--- src/rtl/brb_pkg.sv ---
`timescale 1ns / 1ps
// Shared types and constants for the byte ring buffer.
// No dependencies; every other file refers to this package by scoped names.
package brb_pkg;

  localparam int unsigned LANES  = 8;
  localparam int unsigned LANE_W = 3;
  localparam int unsigned BYTE_W = 8;
  localparam int unsigned WORD_W = LANES * BYTE_W;
  localparam int unsigned RUN_W  = 4;
  localparam int unsigned OP_W   = 3;
  localparam int unsigned LEN_W  = 13;

  typedef enum logic [OP_W-1:0] {
    OP_ENQ    = 3'd0,
    OP_DEQ    = 3'd1,
    OP_PEEK   = 3'd2,
    OP_ADV_WR = 3'd3,
    OP_ADV_RD = 3'd4,
    OP_CLR    = 3'd5
  } brb_op_t;

  typedef struct packed {
    logic             wr_en;
    logic             rd_en;
    logic [RUN_W-1:0] wr_len;
  } brb_lane_cmd_t;

endpackage

--- src/rtl/brb_merge.sv ---
`timescale 1ns / 1ps
// Merge stage: rotate the bank read bytes into stream order and zero bytes past the run.
// Depends on brb_pkg for lane and word constants.
module brb_merge (
  input  logic [brb_pkg::WORD_W-1:0]  lane_bytes,
  input  logic [brb_pkg::LANE_W-1:0]  rot,
  input  logic [brb_pkg::RUN_W-1:0]   run_len,
  output logic [brb_pkg::WORD_W-1:0]  word
);

  logic [brb_pkg::LANE_W-1:0] sel [brb_pkg::LANES];

  always_comb begin
    for (int i = 0; i < brb_pkg::LANES; i++) begin
      sel[i] = rot + brb_pkg::LANE_W'(i);
      if (brb_pkg::RUN_W'(i) < run_len) begin
        word[i*brb_pkg::BYTE_W +: brb_pkg::BYTE_W] =
          lane_bytes[{sel[i], 3'b000} +: brb_pkg::BYTE_W];
      end else begin
        word[i*brb_pkg::BYTE_W +: brb_pkg::BYTE_W] = '0;
      end
    end
  end

endmodule

--- config.mk ---
export PLATFORM = sky130hd
export DESIGN_NAME = brb_merge
export DESIGN_NICKNAME = d
export VERILOG_FILES = /design/src/rtl/brb_pkg.sv /design/src/rtl/brb_merge.sv
export SDC_FILE = /design/constraint.sdc
export NUM_CORES = 1
export LEC_CHECK = 0
export CAP_MARGIN = 20
export CORE_MARGIN = 3
export CORE_UTILIZATION = 45
export DETAILED_ROUTE_END_ITERATION = 8
export DONT_BUFFER_PORTS = 1
export SETUP_SLACK_MARGIN = 0.05
export SLEW_MARGIN = 20
export SYNTH_ARGS = -nofsm -noshare
export SYNTH_HDL_FRONTEND = slang
export SYNTH_SLANG_ARGS = --single-unit
--- constraint.sdc ---
create_clock -name vclk -period 2.5
set_clock_uncertainty 0.1 [all_clocks]
set_input_delay 0.125 -clock vclk [all_inputs]
set_output_delay 0.125 -clock vclk [all_outputs]
set_load 0.05 [all_outputs]
==> results of run 1 <==
power breakdown:
| part | internal, mW | switching (mW) |
|---|---|---|
| Combinational | 0.697 | 0.950 |
| Sequential | 0 | 0 |
| Clock | 0 | 0 |
layer usage:
| metal | wire (um) | global-route usage | vias to the layer above | share of wire |
|---|---|---|---|---|
| met5 | 0 | 0 | - | 0 |
| met4 | 212 | 0.05241 | 0 | 0.020 |
| li1 | - | - | 1420 | - |
| met2 | 5310 | 0.4693 | 202 | 0.50 |
| met3 | 1215 | 0.05298 | 20 | 0.11 |
| met1 | 3913 | 0.3841 | 1606 | 0.37 |
worst max-delay path: cells and delay by family:
family,cells,cell delay [ns]
AO/OA/AOI/OAI,1,0.19
adder cells (fa/ha/maj),1,0.36
buffers and inverters,2,0.20
AND/OR/NAND/NOR,2,0.92
path summary, 6_finish.rpt:
| kind | from | end | slack (ns) | cells after the start |
|---|---|---|---|---|
| worst min-delay path | run_len[3] | word[60] | 0.46 | 2 |
| worst max-delay path | rot[0] | word[61] | 0.44 | 6 |
cells by family after synthesis:
group,count (synthesis)
compound gates,52
xor+xnor,6
fa+ha+maj,2
buf+inv,31
mux,94
simple gates,156
Yosys cell counts, drive strengths merged:
| cell type | number |
|---|---|
| a211oi | 1 |
| a21oi | 32 |
| a22o | 8 |
| a22oi | 8 |
| a31oi | 2 |
| and2 | 1 |
| and4 | 9 |
| buf | 22 |
| clkbuf | 7 |
| ha | 2 |
| inv | 2 |
| mux2i | 32 |
| mux4 | 62 |
| nand2 | 102 |
| nand3 | 19 |
| nor2 | 22 |
| nor2b | 1 |
| nor3 | 1 |
| nor4 | 1 |
| o21a | 1 |
| xnor2 | 3 |
| xor2 | 3 |
final cells by class:
cell class	instances	area, um^2	share of cell area
multi-input cells	310	2927	0.7411
repair buffers	76	920.9	0.2332
well taps	75	93.84	0.02376
inverters	2	7.507	0.001901
==> out/qor.txt, run 1 <==
status -> finished clean
Synth Area in Simple Gates -> 0.2244
commonest cells after routing, fill and taps aside -> nand2_1 (102), mux4_2 (62), buf_4 (48)
routed len/inst -> 23.01 um
vias in the first global route -> 3139
sequential share of the synthesized area -> 0
largest family of logic cells by synthesized area -> multiplexers
post-synthesis mux area share -> 0.5809
number of setup buffers added after CTS -> 0
Post-Route Utilization -> 0.6441
Synth Net Count -> 414
Worst Path Arrival -> 1.84 ns
final worst slack -> 0.4368 ns
Final Hold Viols -> 0
row cnt -> 28
Initial DRC Count -> 298
Final Max Tran Viols -> 0
Yosys top cell area share -> 0.4725
leakage -> 1.564 nW
initial antenna violation count -> 0
XOR/XNOR Fraction of Synth Area -> 0.02413
largest net degree at the start of global routing -> 68
Vias/cell -> 7.015
Post-Syn Instances -> 341
f_max -> 0.4847 GHz
commonest non-fill, non-tap cell in the layout -> nand2_1
Distinct cells, synth -> 27
post-cts hold buffer count -> 0
FF+latch count -> 0
core area -> 6131 um^2
Final Cell Area -> 3949 um^2
ratio of cells with drive above 1 in the final layout -> 0.4149
startpoint types -> input pin
Setup-failing EPs final -> 0
Power Total -> 1.647 mW
Area Overhead vs Synth -> 33.62%
routed via count -> 3248
register area -> 0 um^2
Synth Area in Adders -> 0.008467
slowest cell delay on critical path -> 0.65 ns
port bufs -> 0
die area -> 7576 um^2
setup TNS -> 0 ns
Placed Cells incl. Taps -> 463
dpl ws -> 0.5023 ns
die width -> 87.04 um
relative slew slack -> 0.3689
overall routing resource usage -> 0.2809
cell area after synthesis -> 2955 um^2
worst-path maximum fanout -> 67
routed wire length -> 10.65 mm
unrepaired setup endpoints after global routing -> false
WS Path Type -> input pin to output port
Worst Hold Class -> input pin to output port
Fill cells -> 490
Antenna Cells -> 0
fin nets -> 463
Chip Height -> 87.04 um
I/O pin cnt -> 135
grt ovf -> 0
Synth Area in Compound Gates -> 0.1075
Resize count post-CTS -> 0
Yosys warnings -> 0
Mean Syn Cell Area -> 8.667 um^2
largest cells by area after synthesis -> mux4_2 (47%), nand2_1 (13%), mux2i_1 (11%)
Remaining DRCs -> 0
maxcap violations -> 0
Routability Congestion -> 0.9324
Fin Hold WS -> 0.4633 ns
CP max stage cell -> nor2_1
CP endpoint kind -> output port
Critical Path RT -> 2.28 ns
# clk buffers -> 0
minimum clock period -> 2.063 ns
DPL Wire Length -> 8.283 mm
largest area contributor in the netlist -> mux4_2
crit path cell chain -> inv_1, ha_1, nor2_1, a22oi_1, and4_1, buf_12
VDD IR max -> 306.4 uV
post-route ant nets -> 0
worst slew pin tran -> 0.9423 ns
first-pass GRT wire length -> 16.84 mm
Non-Filler Instances -> 463
power density cells -> 417.1 nW/um^2
Pre-antenna DRT Iters -> 5
Starting Density -> 0.4820
final worst path period share -> 0.8253
area post-placement -> 3949 um^2
(Power assumes the default switching activity.)
==> run 2: changes to the inputs <==
Clock period 2.5 ns to 2.1 ns, I/O delays scaled along.
==> run 2 against run 1 <==
Effect of this change:
- core utilization rose by 0.27 points
- routed wire length is 1.3% higher
- clock-buffer cell count is the same
- non-clock buffer count is 3 lower
- hold slack worse by 0.084 ns
- power rose by 20%
- setup slack got worse by 0.31 ns
- sequential share of layout area did not move
- global-route usage rose by 0.12 points
- final area increased by 0.41%
- critical endpoint is now word[60]
==> out/qor.txt, run 2 (synthesized netlist as in run 1, its figures left out) <==
leakage -> 1.543 nW
row cnt -> 28
Seq pwr share -> 0
Final Hold Viols -> 0
post-route ant nets -> 0
Area Overhead vs Synth -> 34.17%
maxcap violations -> 0
commonest non-fill, non-tap cell in the layout -> nand2_1
die width -> 87.04 um
register area -> 0 um^2
worst slew pin tran -> 0.7951 ns
Worst Path Arrival -> 1.76 ns
CP max stage cell -> nor2_1
grt ovf -> 0
routed wire length -> 10.79 mm
Initial DRC Count -> 396
initial antenna violation count -> 0
unrepaired setup endpoints after global routing -> false
WS Path Type -> input pin to output port
Chip Height -> 87.04 um
CP bufs+invs -> 1
Final Max Tran Viols -> 0
Setup-failing EPs final -> 0
startpoint types -> input pin
VDD IR max -> 328.9 uV
Worst Min Path Start -> run_len[3]
Pre-antenna DRT Iters -> 5
core area -> 6131 um^2
Post-Route Utilization -> 0.6467
Power Total -> 1.970 mW
f_max -> 0.5080 GHz
Crit path max-delay family -> simple AND/OR/NAND/NOR gates
largest net degree at the start of global routing -> 68
relative slew slack -> 0.4680
Critical Path RT -> 1.89 ns
FF+latch count -> 0
Remaining DRCs -> 0
slowest cell delay on critical path -> 0.64 ns
overall routing resource usage -> 0.2821
routed via count -> 3235
Antenna Cells -> 0
minimum clock period -> 1.969 ns
Starting Density -> 0.4820
worst-path maximum fanout -> 67
status -> finished clean
# clk buffers -> 0
port bufs -> 0
number of setup buffers added after CTS -> 0
fin nets -> 460
vias in the first global route -> 3184
routed len/inst -> 23.46 um
ratio of cells with drive above 1 in the final layout -> 0.4519
Resize count post-CTS -> 0
clock share of power -> 0
DPL Wire Length -> 8.307 mm
die area -> 7576 um^2
I/O pin cnt -> 135
Int Pwr -> 0.8211 mW
commonest cells after routing, fill and taps aside -> nand2_1 (102), mux4_2 (62), buf_4 (50)
Vias/cell -> 7.033
Combinational Power Share -> 1.000
power density cells -> 496.9 nW/um^2
CP startpoint -> rot[0]
net load switching power -> 1.149 mW
CP endpoint kind -> output port
Worst Hold Class -> input pin to output port
switching share of power -> 0.5833
post-cts hold buffer count -> 0
first-pass GRT wire length -> 16.94 mm
setup TNS -> 0 ns
Routability Congestion -> 0.9004
crit path cell chain -> inv_2, ha_1, nor2_1, a22oi_1, and4_2
final worst path period share -> 0.9375
-- run 2: changes by cell type in the layout (fill, tap and decap cells not counted), moves of 4 or more --
| cell | previous run | this run |
|---|---|---|
| and4_1 | 9 | 0 |
| a21oi_1 | 13 | 9 |
| a21oi_2 | 13 | 8 |
| and4_2 | 0 | 9 |
| buf_12 | 28 | 23 |
| a21oi_4 | 6 | 15 |
-- run 2: layout make-up --
cell class                      instances  area [um^2]
Inverter                                2        7.507
Timing Repair Buffer                   73        835.8
Tap cell                               75        93.84
Multi-Input combinational cell        310         3028
Fill cell                             510         2166
-- run 2: per-stage QoR --
step	worst slack, ns	hold slack (ns)	cells	area (um^2)
CTS	0.1540	0.3771	460	3963
global route	0.06450	0.3768	460	3965
global placement	0.2194	0.3771	460	3963
finish	0.1314	0.3791	460	3965
detailed placement	0.1592	0.3765	460	3963
floorplan	0.05865	0.4754	341	3234
-- run 2: metal layers --
layer,part of all wire,track usage
met5,0,0
met4,0.014,0.03399
met2,0.49,0.4651
met3,0.14,0.06528
met1,0.36,0.3913
-- run 2: worst paths after layout --
| check | cells after the start | endpoint | slack [ns] |
|---|---|---|---|
| worst min-delay path | 1 | word[60] | 0.38 |
| worst max-delay path | 5 | word[60] | 0.13 |
-- run 2: power by group through the flow --
stage	Sequential, mW	Combinational (mW)	Clock [mW]
finish	0	1.97	0
global route	0	2.06	0
CTS	0	1.97	0
detailed placement	0	1.97	0
global placement	0	1.95	0
floorplan	0	1.45	0
==> run 3: changes to the inputs <==
Settings changed: GPL_ROUTABILITY_DRIVEN set to 0, REMOVE_ABC_BUFFERS set to 1.
==> run 3 against run 2 <==
Effect of this change:
- core utilization down 5.0 points
- clock-buffer cell count did not move
- power decreased by 11%
- via count increased by 0.22%
- largest power group unchanged
- critical path type unchanged
- critical endpoint is now word[63]
==> out/qor.txt, run 3 (synthesized netlist as in run 1, its figures left out) <==
overall routing resource usage -> 0.2844
power density cells -> 481.2 nW/um^2
Final Max Tran Viols -> 0
Resize count post-CTS -> 0
CP endpoint kind -> output port
number of setup buffers added after CTS -> 0
switching share of power -> 0.6122
Area Overhead vs Synth -> 23.75%
Remaining DRCs -> 0
unrepaired setup endpoints after global routing -> false
port bufs -> 0
status -> finished clean
row cnt -> 28
commonest non-fill, non-tap cell in the layout -> nand2_1
# clk buffers -> 0
first-pass GRT wire length -> 17.04 mm
ratio of cells with drive above 1 in the final layout -> 0.3747
Setup-failing EPs final -> 0
Starting Density -> 0.4820
relative slew slack -> 0.5304
post-route ant nets -> 0
Fin Hold WS -> 0.4233 ns
maxcap violations -> 0
Combinational Power Share -> 1.000
register area -> 0 um^2
Chip Height -> 87.04 um
fin nets -> 470
Critical Path RT -> 1.89 ns
WS Path Type -> input pin to output port
f_max -> 0.5075 GHz
net load switching power -> 1.077 mW
Post-Route Utilization -> 0.5965
VDD IR max -> 318.4 uV
Final Hold Viols -> 0
post-cts hold buffer count -> 0
Seq pwr share -> 0
grt ovf -> 0
routed len/inst -> 23.41 um
Initial DRC Count -> 281
DPL Wire Length -> 8.055 mm
Fill cells -> 564
Antenna Cells -> 0
Int Pwr -> 0.6825 mW
Pre-antenna DRT Iters -> 5
routed wire length -> 11.00 mm
die width -> 87.04 um
routed via count -> 3242
final worst path period share -> 0.9383
Vias/cell -> 6.898
Worst Hold Class -> input pin to output port
commonest cells after routing, fill and taps aside -> nand2_1 (102), buf_4 (73), mux4_2 (62)
FF+latch count -> 0
minimum clock period -> 1.970 ns
largest net degree at the start of global routing -> 68
worst-path maximum fanout -> 67
leakage -> 1.517 nW
initial antenna violation count -> 0
startpoint types -> input pin
vias in the first global route -> 3180
core area -> 6131 um^2
clock share of power -> 0
Multi-input gate area -> 2808 um^2
worst slew pin tran -> 0.7018 ns
die area -> 7576 um^2
I/O pin cnt -> 135
Worst Path Arrival -> 1.77 ns
[run 3: through the flow]
stage          cell area [um^2]  power (mW)  std cells  setup WS [ns]  setup TNS [ns]
3_3_place_gp               3657       1.731        470         0.2196               0
5_1_grt                    3657       1.854        470        0.06995               0
4_1_cts                    3657       1.759        470         0.1592               0
3_5_place_dp               3657       1.753        470         0.1628               0
2_1_floorplan              2801       1.260        312        -0.5924          -16.63
6_report                   3657       1.760        470         0.1295               0
[run 3: cell type report]
class / instances / area share
multi-input combinational: 310 / 0.7677
timing repair buffer: 83 / 0.2046
tap: 75 / 0.02566
inverter: 2 / 0.002053
[run 3: power by group through the flow]
stage	clock [mW]	sequential, mW	combinational [mW]
2_1_floorplan	0	0	1.26
5_1_grt	0	0	1.85
3_3_place_gp	0	0	1.73
4_1_cts	0	0	1.76
6_report	0	0	1.76
3_5_place_dp	0	0	1.75
[run 3: layer usage]
layer / vias to the layer above / routed length (um) / share of wire / track usage
met4: 0 / 214 / 0.019 / 0.04249
met3: 21 / 1578 / 0.14 / 0.07852
met1: 1542 / 4012 / 0.36 / 0.3798
met2: 243 / 5196 / 0.47 / 0.4714
li1: 1436 / - / - / -
met5: - / 0 / 0 / 0
[run 3: final timing paths]
path,start,endpoint,cells after the start
max,rot[0],word[63],7
min,run_len[3],word[60],2
[run 3: critical path: stages]
cell and delay (ns):
inv_1 0.05, ha_1 0.33, buf_12 0.24, and2_1 0.45, nand3_1 0.14, and4_1 0.27
buf_12 0.16
